==> src/hdl/pdq_pkg.sv <==
`timescale 1ns / 1ps
`default_nettype none

package pdq_pkg;

  localparam int QUEUE_DEPTH = 16;
  localparam int MAX_RESULTS = 16;

  localparam int IDX_W  = (QUEUE_DEPTH > 1) ? $clog2(QUEUE_DEPTH) : 1;
  localparam int CNT_W  = $clog2(QUEUE_DEPTH + 1);
  localparam int REL_W  = $clog2(MAX_RESULTS + 1);
  localparam int TIME_W = 32;
  localparam int TAG_W  = 16;
  localparam int LAT_W  = 16;
  localparam int PCT_W  = 7;
  localparam int KIND_W = 3;
  localparam int EKIND_W = 2;
  localparam int CFG_IDX_W = 2;

  localparam logic [KIND_W-1:0] KIND_NORMAL  = 3'd0;
  localparam logic [KIND_W-1:0] KIND_DUP     = 3'd1;
  localparam logic [KIND_W-1:0] KIND_REORDER = 3'd2;
  localparam logic [KIND_W-1:0] KIND_LOST    = 3'd3;
  localparam logic [KIND_W-1:0] KIND_FULL    = 3'd4;

  localparam logic [CFG_IDX_W-1:0] REG_LOSS    = 2'd0;
  localparam logic [CFG_IDX_W-1:0] REG_DUP     = 2'd1;
  localparam logic [CFG_IDX_W-1:0] REG_REORDER = 2'd2;

  localparam logic FUNC_ARRIVAL = 1'b0;

  typedef logic [IDX_W-1:0] idx_t;
  typedef logic [CNT_W-1:0] cnt_t;

  typedef struct packed {
    logic [TIME_W-1:0]  time_v;
    logic [TAG_W-1:0]   tag;
    logic [EKIND_W-1:0] kind;
  } entry_t;

  typedef struct packed {
    logic push;
    logic pop;
    idx_t pos;
    idx_t rd_idx;
  } q_ctrl_t;

endpackage

`default_nettype wire

==> src/hdl/pdq_queue.sv <==
`timescale 1ns / 1ps
`default_nettype none

// Sorted entry storage. A push opens a hole at pos by moving every later
// entry up one place; a pop moves every entry down one place.
module pdq_queue (
  input  wire                      clk,
  input  wire                      rst_n,
  input  wire pdq_pkg::q_ctrl_t    ctrl,
  input  wire pdq_pkg::entry_t     wdata,
  output pdq_pkg::entry_t          rd_data,
  output pdq_pkg::entry_t          head,
  output pdq_pkg::cnt_t            count
);
  import pdq_pkg::*;

  entry_t ent_r [QUEUE_DEPTH];
  cnt_t   cnt_r;

  for (genvar i = 0; i < QUEUE_DEPTH; i++) begin : g_ent
    always_ff @(posedge clk) begin
      if (ctrl.push) begin
        if (IDX_W'(i) == ctrl.pos) begin
          ent_r[i] <= wdata;
        end else if (IDX_W'(i) > ctrl.pos) begin
          ent_r[i] <= ent_r[(i > 0) ? i - 1 : 0];
        end
      end else if (ctrl.pop) begin
        ent_r[i] <= ent_r[(i < QUEUE_DEPTH - 1) ? i + 1 : i];
      end
    end
  end

  always_ff @(posedge clk) begin
    if (!rst_n) begin
      cnt_r <= '0;
    end else if (ctrl.push) begin
      cnt_r <= cnt_r + 1'b1;
    end else if (ctrl.pop) begin
      cnt_r <= cnt_r - 1'b1;
    end
  end

  assign rd_data = ent_r[ctrl.rd_idx];
  assign head    = ent_r[0];
  assign count   = cnt_r;

  a_push_pop_excl: assert property (@(posedge clk) disable iff (!rst_n)
    !(ctrl.push && ctrl.pop))
    else $error("queue push and pop in the same cycle");

  a_push_room: assert property (@(posedge clk) disable iff (!rst_n)
    ctrl.push |-> (cnt_r < CNT_W'(QUEUE_DEPTH)))
    else $error("push into a full queue");

  a_pop_nonempty: assert property (@(posedge clk) disable iff (!rst_n)
    ctrl.pop |-> (cnt_r != '0))
    else $error("pop from an empty queue");

endmodule

`default_nettype wire

==> src/hdl/packet_impairment_delay_queue.sv <==
`timescale 1ns / 1ps
`default_nettype none

// Packet impairment delay queue.
// An item is taken when start is high and busy is low. With in_func at 0 it
// is a packet arrival: the packet is lost, or queued (a duplicate first when
// the duplicate draw wins, then the original) in send-time order. With in_func
// at 1 it is a tick that releases every queued entry due at in_now_time, at
// most 16 per tick, oldest send time first.
// Each result shows on the out_ ports for one cycle with out_valid high;
// out_is_last marks the final result of an item. The receiver cannot stall,
// so results are never held back. An arrival whose copies are all queued
// gives no result at all.
// Timing: a lost packet is reported in the cycle after it is taken and busy
// stays low. Each queued copy passes ST_PREP and ST_INS into an empty queue,
// and ST_PREP, ST_TAIL and ST_INS when it lands behind the tail; when it
// overtakes the tail and lands at position p, ST_SCAN also walks entries 0..p
// one per cycle on one 32-bit comparator. A copy that finds the queue full is
// turned away in ST_PREP. A tick makes one comparison of the head per cycle.
// Reset (synchronous, active low) empties the queue and clears all three
// percent registers; no clearing pass is needed. Configuration writes take
// effect at once; making them only while busy is low is left to the user.
module packet_impairment_delay_queue (
  input  wire                           clk,
  input  wire                           rst_n,
  input  wire                           start,
  output logic                          busy,
  input  wire                           in_func,
  input  wire  [pdq_pkg::TAG_W-1:0]     in_packet_tag,
  input  wire  [pdq_pkg::TIME_W-1:0]    in_now_time,
  input  wire  [pdq_pkg::LAT_W-1:0]     in_latency_main,
  input  wire  [pdq_pkg::LAT_W-1:0]     in_latency_copy,
  input  wire  [pdq_pkg::PCT_W-1:0]     in_loss_draw,
  input  wire  [pdq_pkg::PCT_W-1:0]     in_dup_draw,
  input  wire  [pdq_pkg::PCT_W-1:0]     in_reorder_draw_main,
  input  wire  [pdq_pkg::PCT_W-1:0]     in_reorder_draw_copy,
  output logic                          out_valid,
  output logic [pdq_pkg::TAG_W-1:0]     out_tag,
  output logic [pdq_pkg::KIND_W-1:0]    out_kind,
  output logic [pdq_pkg::TIME_W-1:0]    out_time,
  output logic                          out_is_last,
  input  wire                           cfg_we,
  input  wire  [pdq_pkg::CFG_IDX_W-1:0] cfg_idx,
  input  wire  [pdq_pkg::PCT_W-1:0]     cfg_wdata
);
  import pdq_pkg::*;

  typedef enum logic [2:0] {
    ST_IDLE,
    ST_PREP,
    ST_TAIL,
    ST_SCAN,
    ST_INS,
    ST_REL
  } state_t;

  state_t state_r;

  // Configuration registers.
  logic [PCT_W-1:0] loss_pct_r;
  logic [PCT_W-1:0] dup_pct_r;
  logic [PCT_W-1:0] reorder_pct_r;

  // Captured item fields.
  logic [TAG_W-1:0]  tag_r;
  logic [TIME_W-1:0] now_r;
  logic [LAT_W-1:0]  lat_main_r;
  logic [LAT_W-1:0]  lat_copy_r;
  logic [PCT_W-1:0]  rd_main_r;
  logic [PCT_W-1:0]  rd_copy_r;

  // Working registers for the copy being queued.
  logic                copy_dup_r;
  logic [TIME_W-1:0]   t_r;
  logic [EKIND_W-1:0]  kind_r;
  idx_t                pos_r;
  idx_t                scan_r;

  // Release bookkeeping: a due entry is held in pend_r so that the result
  // can carry out_is_last once the next head proves not to be due.
  logic [REL_W-1:0] rel_r;
  logic             pend_vld_r;
  entry_t           pend_r;

  q_ctrl_t q_ctrl;
  entry_t  q_rd;
  entry_t  q_head;
  cnt_t    q_count;
  cnt_t    cnt_m1;

  logic [TIME_W:0]    sum_w;
  logic [TIME_W-1:0]  sat_time;
  logic [LAT_W-1:0]   cur_lat;
  logic [PCT_W-1:0]   cur_draw;
  logic [TIME_W-1:0]  cmp_a;
  logic [TIME_W-1:0]  cmp_b;
  logic               cmp_lt;
  logic               rel_due;
  logic               q_full;

  // The one shared comparator: copy time against the tail or a scanned
  // entry, or the tick time against the queue head.
  always_comb begin
    if (state_r == ST_REL) begin
      cmp_a = now_r;
      cmp_b = q_head.time_v;
    end else begin
      cmp_a = t_r;
      cmp_b = q_rd.time_v;
    end
  end
  assign cmp_lt = cmp_a < cmp_b;

  assign cur_lat  = copy_dup_r ? lat_copy_r : lat_main_r;
  assign cur_draw = copy_dup_r ? rd_copy_r : rd_main_r;
  assign sum_w    = {1'b0, now_r} + {{(TIME_W + 1 - LAT_W){1'b0}}, cur_lat};
  assign sat_time = sum_w[TIME_W] ? {TIME_W{1'b1}} : sum_w[TIME_W-1:0];

  assign cnt_m1  = q_count - 1'b1;
  assign q_full  = q_count >= CNT_W'(QUEUE_DEPTH);
  assign rel_due = (state_r == ST_REL) && (rel_r < REL_W'(MAX_RESULTS)) &&
                   (q_count != '0) && !cmp_lt;

  always_comb begin
    q_ctrl.push   = (state_r == ST_INS);
    q_ctrl.pop    = rel_due;
    q_ctrl.pos    = pos_r;
    q_ctrl.rd_idx = (state_r == ST_TAIL) ? cnt_m1[IDX_W-1:0] : scan_r;
  end

  pdq_queue u_queue (
    .clk     (clk),
    .rst_n   (rst_n),
    .ctrl    (q_ctrl),
    .wdata   ({t_r, tag_r, kind_r}),
    .rd_data (q_rd),
    .head    (q_head),
    .count   (q_count)
  );

  always_ff @(posedge clk) begin
    if (!rst_n) begin
      loss_pct_r    <= '0;
      dup_pct_r     <= '0;
      reorder_pct_r <= '0;
    end else if (cfg_we) begin
      case (cfg_idx)
        REG_LOSS:    loss_pct_r    <= cfg_wdata;
        REG_DUP:     dup_pct_r     <= cfg_wdata;
        REG_REORDER: reorder_pct_r <= cfg_wdata;
        default: ;
      endcase
    end
  end

  // Sequencer with its registered outputs.
  always_ff @(posedge clk) begin
    if (!rst_n) begin
      state_r     <= ST_IDLE;
      out_valid   <= 1'b0;
      out_is_last <= 1'b0;
      pend_vld_r  <= 1'b0;
      copy_dup_r  <= 1'b0;
      rel_r       <= '0;
    end else begin
      out_valid   <= 1'b0;
      out_is_last <= 1'b0;
      case (state_r)
        ST_IDLE: begin
          if (start) begin
            tag_r      <= in_packet_tag;
            now_r      <= in_now_time;
            lat_main_r <= in_latency_main;
            lat_copy_r <= in_latency_copy;
            rd_main_r  <= in_reorder_draw_main;
            rd_copy_r  <= in_reorder_draw_copy;
            rel_r      <= '0;
            pend_vld_r <= 1'b0;
            if (in_func != FUNC_ARRIVAL) begin
              state_r <= ST_REL;
            end else if (in_loss_draw < loss_pct_r) begin
              out_valid   <= 1'b1;
              out_is_last <= 1'b1;
              out_tag     <= in_packet_tag;
              out_kind    <= KIND_LOST;
              out_time    <= '0;
            end else begin
              copy_dup_r <= in_dup_draw < dup_pct_r;
              state_r    <= ST_PREP;
            end
          end
        end
        ST_PREP: begin
          if (q_full) begin
            // A full queue drops this copy; the original is the final one.
            out_valid   <= 1'b1;
            out_is_last <= !copy_dup_r;
            out_tag     <= tag_r;
            out_kind    <= KIND_FULL;
            out_time    <= '0;
            copy_dup_r  <= 1'b0;
            state_r     <= copy_dup_r ? ST_PREP : ST_IDLE;
          end else begin
            t_r    <= sat_time;
            kind_r <= copy_dup_r ? KIND_DUP[EKIND_W-1:0] : KIND_NORMAL[EKIND_W-1:0];
            if (q_count == '0) begin
              pos_r   <= '0;
              state_r <= ST_INS;
            end else begin
              state_r <= ST_TAIL;
            end
          end
        end
        ST_TAIL: begin
          // If the tail is later than this copy, it either overtakes, and then
          // its place is searched, or it waits behind the tail; else it goes behind it.
          if (cmp_lt && (cur_draw < reorder_pct_r)) begin
            kind_r  <= KIND_REORDER[EKIND_W-1:0];
            scan_r  <= '0;
            state_r <= ST_SCAN;
          end else begin
            if (cmp_lt) begin
              t_r <= q_rd.time_v;
            end
            pos_r   <= q_count[IDX_W-1:0];
            state_r <= ST_INS;
          end
        end
        ST_SCAN: begin
          // The tail is known to be later, so the walk always stops.
          if (cmp_lt) begin
            pos_r   <= scan_r;
            state_r <= ST_INS;
          end else begin
            scan_r <= scan_r + 1'b1;
          end
        end
        ST_INS: begin
          copy_dup_r <= 1'b0;
          state_r    <= copy_dup_r ? ST_PREP : ST_IDLE;
        end
        ST_REL: begin
          if (pend_vld_r) begin
            out_valid   <= 1'b1;
            out_is_last <= !rel_due;
            out_tag     <= pend_r.tag;
            out_kind    <= {1'b0, pend_r.kind};
            out_time    <= pend_r.time_v;
          end
          if (rel_due) begin
            pend_r     <= q_head;
            pend_vld_r <= 1'b1;
            rel_r      <= rel_r + 1'b1;
          end else begin
            pend_vld_r <= 1'b0;
            state_r    <= ST_IDLE;
          end
        end
        default: state_r <= ST_IDLE;
      endcase
    end
  end

  assign busy = (state_r != ST_IDLE);

  a_last_ends_item: assert property (@(posedge clk) disable iff (!rst_n)
    (out_valid && out_is_last) |-> !busy)
    else $error("final result shown while the item is still in work");

  a_drop_time_zero: assert property (@(posedge clk) disable iff (!rst_n)
    (out_valid && (out_kind == KIND_LOST || out_kind == KIND_FULL)) |->
      (out_time == '0))
    else $error("dropped packet carries a send time");

  a_empty_tick_ends: assert property (@(posedge clk) disable iff (!rst_n)
    (state_r == ST_REL && q_count == '0) |=> (state_r == ST_IDLE))
    else $error("release continues on an empty queue");

endmodule

`default_nettype wire

==> config.mk <==
export PLATFORM = sky130hd
export DESIGN_NAME = packet_impairment_delay_queue
export DESIGN_NICKNAME = d
export VERILOG_FILES = /design/src/hdl/pdq_pkg.sv /design/src/hdl/pdq_queue.sv /design/src/hdl/packet_impairment_delay_queue.sv
export SDC_FILE = /design/constraint.sdc
export NUM_CORES = 2
export LEC_CHECK = 0
export BUFFER_PORTS_ARGS = -buffer_cell sky130_fd_sc_hd__buf_2
export CORE_MARGIN = 5
export CORE_UTILIZATION = 55
export DETAILED_ROUTE_END_ITERATION = 7
export HOLD_SLACK_MARGIN = 0.1
export PLACE_DENSITY = 0.83
export SYNTH_ARGS = -nofsm -noshare
export SYNTH_HDL_FRONTEND = slang
export SYNTH_HIERARCHICAL = 1
export SYNTH_SLANG_ARGS = --single-unit
export TNS_END_PERCENT = 5
==> constraint.sdc <==
create_clock -name clk -period 8.11 [get_ports clk]
set_clock_uncertainty 0.1 [all_clocks]
set_input_delay 1.2165 -clock clk [delete_from_list [all_inputs] [get_ports clk]]
set_output_delay 1.2165 -clock clk [all_outputs]
set_load 0.005 [all_outputs]
# --- Word-level counts from Yosys, hierarchy flattened ---
# Memory sizes are Yosys's and may differ from the RTL's.
# Index checks and enable logic that the tools add are counted.
op_classes:
  n_mux: 218
  bitwise_logic: 32
  add_sub_neg: 5
  reduce_logical: 34
  n_lt_le_gt_ge: 22
  n_eq_ne: 38
ops:
  columns: ["cell", "n"]
  rows:
  - ["50-bit two-way mux", 32]
  - ["32-bit two-way mux", 11]
  - ["1-bit two-way mux", 129]
  - ["16-bit two-way mux", 6]
  - ["32-bit case mux with 3 select lines", 1]
  - ["32-bit case mux with 2 select lines", 1]
  - ["16-bit case mux with 3 select lines", 1]
  - ["3-bit two-way mux", 13]
  - ["32-bit by 16-bit adder with 33-bit output", 1]
  - ["4-bit == test (first input constant)", 8]
  - ["4-bit > comparator (first input constant)", 8]
  - ["32-bit < comparator", 1]
  - ["1-bit bitwise OR", 32]
  - ["4-bit two-way mux", 7]
  - ["2-bit inequality test (second input constant)", 14]
  - ["7-bit < comparator", 3]
  - ["5-bit two-way mux", 4]
  - ["3-bit case mux with 6 select lines", 1]
  - ["3-bit by 4-bit == test with 1-bit output (first input constant)", 4]
  - ["3-bit by 4-bit > comparator with 1-bit output (first input constant)", 4]
  - ["4-bit case mux with 3 select lines", 1]
  - ["4-bit AND reduction", 3]
  - ["3-bit nonzero test", 4]
  - ["5-bit by 1-bit adder with 5-bit output (second input constant)", 2]
  - ["other kinds (36)", 58]
word_totals:
  ff_bits: 275
  output_inout_bits: 54
  inputBits: 122
  elab_cells: 376
  n_memories: 1
  ram_bits: 800
memory_table:
  columns: ["memory", "words", "word_bits", "rd", "rd_ports_with_merged_regs", "write_ports", "line", "rtl"]
  rows:
  - ["u_queue.ent_r", 16, 50, 17, 0, 16, "pdq_queue.sv:17", "entry_t ent_r [QUEUE_DEPTH];"]

# --- Logic depth before layout (Yosys ltp) ---
# An unclocked memory read counts as a cell.
depth:
  ltp_word: 11
  mapped_depth: 30
  mapped_depth_nobuf: 20

# --- Cells and area by module ---
# Netlist, hierarchy kept.
modules_own_cells:
  columns: ["module", "area_per_inst_um2", "instances", "cells_per_inst", "seq_area_each_um2"]
  rows:
  - ["pdq_queue", 46029.1, 1, 3913, 24123.1]
  - ["packet_impairment_delay_queue", 13071.3, 1, 1078, 7777.5]

# --- Least setup slack after synthesis ---
# OpenSTA, ideal clock, no wires.
synth_timing:
  path_type: "reg-to-reg"
  from: "register state_r[1]"
  to: "memory u_queue/ent_r[3][0] in the netlist's numbering, enable pin"
  path_slack_ns: 0.252
  stages_incl_launch_ff: 27
  synth_period_minus_slack_ns: 7.858
  path_buffers: 9
  required_time_ns: 7.134
  setup_ns: 0.876
  arrival_ns: 6.882
  cell_sequence: "dfxtp_1 -> clkbuf_1 -> nand3b_1 -> inv_1 -> clkbuf_1 -> clkbuf_1 -> nor2_1 -> a21oi_1 -> clkbuf_1 -> buf_2 -> mux4_2 -> a22oi_1 -> nand2_1 -> mux2i_1 -> ha_1 -> a21o_1 -> a21o_1 -> a221oi_1 -> o21ai_0 -> o21ai_2 -> inv_1 -> nand2b_1 -> clkbuf_1 -> buf_2 -> buf_2 -> buf_2 -> o21ai_0"
synth_lines:
  columns: ["element", "line", "rtl"]
  rows:
  - ["start: declaration", "packet_impairment_delay_queue.sv:57", "state_t state_r;"]
  - ["start signal: assignment", "packet_impairment_delay_queue.sv:202", "state_r <= copy_dup_r ? ST_PREP : ST_IDLE;"]
  - ["start signal: assignment", "packet_impairment_delay_queue.sv:240", "state_r <= copy_dup_r ? ST_PREP : ST_IDLE;"]
  - ["end: declaration", "pdq_queue.sv:17", null]

==> metrics.txt <==
status finished, final reports clean; wire per inst ~27 µm; Ports between 150 and 200; clk sink count approximately 1100; Die Wd 332 µm; vias per cell roughly 6.7; Lkg Pwr ~23 nW; Final min period just under 8 ns; fin util 0.607; share of cells above drive strength 1 0.141; Worst R2R End u_queue/ent_r[13][4]; Synth Warn # 6; post-route design area ~0.063 mm²; Setup crit start kind register; drc violations 0; Starting Density 0.553; Critical Path Slowest Stage Cell dfxtp_1; filler instances ~7800; storage element area between 0.03 and 0.04 mm²; Max Freq about 130 MHz; H-tree depth 3; Reg clk slew, reported paths ~0.06 ns; setup TNS 0 ns; Hold Violations, Final 0; Top delay family on crit path buffers and inverters; DRT iter0 DRCs 6628; Worst Setup End Kind register; number of global-route vias before repair between 40000 and 50000; crit path kind register to register; worst vdd ir 0.259 mV; max_slew headroom 0.0965; crit path DAT ~8.0 ns; placed inst area between 0.05 and 0.06 mm²; total CTS buffers 111; nets roughly 5000; worst slew pin tran roughly 1.4 ns; worst r2r path cells 21; Final Cycle Share 0.954; total of max-cap violations 0; site row count 118; routability cong. ~0.91; largest net degree at the start of global routing between 200 and 300; crit-path max FO 179; CTS max path bufs 3; worst r2r src state_r[0]; HPWL after DPL ~100000 µm; Syn Std Cell Area about 0.057 mm²; Final setup viols 0; Hold Path Depth 0; DIE HEIGHT about 330 µm; Routed WL around 170000 µm; multi-input logic area ~0.023 mm²; dpl ws between 0.2 and 0.3 ns; DR pass1 iterations 6; global route overflow 0; Mean Syn Cell Area about 12 µm²; RSZ-0062 raised after global routing false; min-delay worst type register to register; first-pass GRT wire length ~250000 µm; initial antenna violation count 3; CTS tree done; Post-CTS Setup Bufs 0; worst skew pair latency 0.73 ns; min-delay src u_queue/ent_r[0][13]; r2r setup slk approximately 0.37 ns; die footprint roughly 0.11 mm²; fin. max-slew vios 0; CORE AREA just over 0.1 mm²; worst hold slack between 0.3 and 0.4 ns; Root Driver clkbuf_16; crit-path max cell delay 0.62 ns; Hold Path Sink pend_r[13]; WP buf/inv 6; via count approximately 42000; GRT Resource Usage Total 0.292; Antenna Nets Post-Route 0; PwrDens slightly above 300 mW/mm²; PortBufs 175; area grow syn2layout 9.71%; CP Cell Sequence nand3b_1, buf_4, buf_4, nand2_1, o21ai_4, buf_12, mux4_2, a22oi_1, nand2_1, mux2i_1, ha_1, nand4_1, nor4_4, nand2_1, o221ai_4, o21ai_2, inv_1, nor2b_4, buf_4, buf_16, o21ai_0; syn_nets between 5000 and 6000; setup ws final between 0.3 and 0.4 ns; Post-Syn Instances ~4900; Worst Path Required approximately 8.4 ns
where the power goes:
group,switching (W),internal [W]
sequential,0.000823,0.00769
combinational,0.00360,0.00211
clock,0.00225,0.00286
layer usage:
layer  track usage  routed length, µm
met1         0.392              60000
met2         0.453              75500
met3        0.0660              23100
met4         0.142               9910
met5             0                 13
state kept, by name (all words and copies together) (netlist names), 5 cells and up:
register / flops
now_r: 32
lat_copy_r: 16
u_queue/ent_r: 800
tag_r: 16
out_time: 32
rd_main_r: 7
out_tag: 16
lat_main_r: 16
u_queue/count: 5
rel_r: 5
reorder_pct_r: 7
pend_r: 50
rd_copy_r: 7
loss_pct_r: 7
dup_pct_r: 7
t_r: 32
worst register-to-register path, delay by kind of cell, from the launching register on:
family / cells / cell delay [ns]
buf+inv: 6 / 2.39
fa+ha+maj: 1 / 0.16
simple gates: 7 / 1.92
mux: 2 / 0.73
flops: 1 / 0.62
compound gates: 5 / 1.51
area by class of cell:
type | count | share of cell area
diodes | 1 | 0.0000399
clock buffers | 133 | 0.0461
clock inverters | 73 | 0.0113
inverters | 38 | 0.00228
multi-input cells | 3326 | 0.371
flip-flops and latches | 1075 | 0.509
well taps | 1380 | 0.0275
repair buffers | 283 | 0.0326
through the flow:
| stage | instances | power (W) |
|---|---|---|
| after floorplan | 4865 | 0.0120 |
| after global placement | 6101 | 0.0139 |
| after detailed placement | 6101 | 0.0141 |
| after CTS | 6307 | 0.0192 |
| after global routing | 6309 | 0.0200 |
| final | 6309 | 0.0193 |
cells in the final DEF (no fill, tap or decap), types with 29 or more instances in the layout:
cell type / n
a22oi_1: 64
mux4_2: 128
clkbuf_16: 112
a31oi_1: 80
clkinv_1: 29
ha_1: 72
nand2_1: 1023
nor2_1: 168
buf_4: 81
dfxtp_1: 38
inv_1: 37
a221o_1: 51
o21ai_0: 464
mux2_2: 71
a21oi_1: 51
mux2i_1: 667
o21ai_1: 187
buf_2: 175
nor2b_1: 30
edfxtp_1: 1037
and2_1: 36
worst max-delay path by stage:
stage,cells after the start,end,startpoint
4_1_cts,21,u_queue/ent_r[6][16],state_r[0]
2_1_floorplan,26,u_queue/ent_r[3][0],state_r[1]
6_report,21,u_queue/ent_r[13][4],state_r[0]
5_1_grt,21,u_queue/ent_r[4][3],state_r[0]
3_5_place_dp,21,u_queue/ent_r[12][13],state_r[0]
3_3_place_gp,21,u_queue/ent_r[2][9],state_r[0]
what timing repair did:
item | 4_1_cts | 5_1_grt
hold buffers | 0 | 0
setup endpoints to repair | 0 | 169
gates resized for setup | 0 | 3
Note: power is estimated with default switching activity, not from simulation.
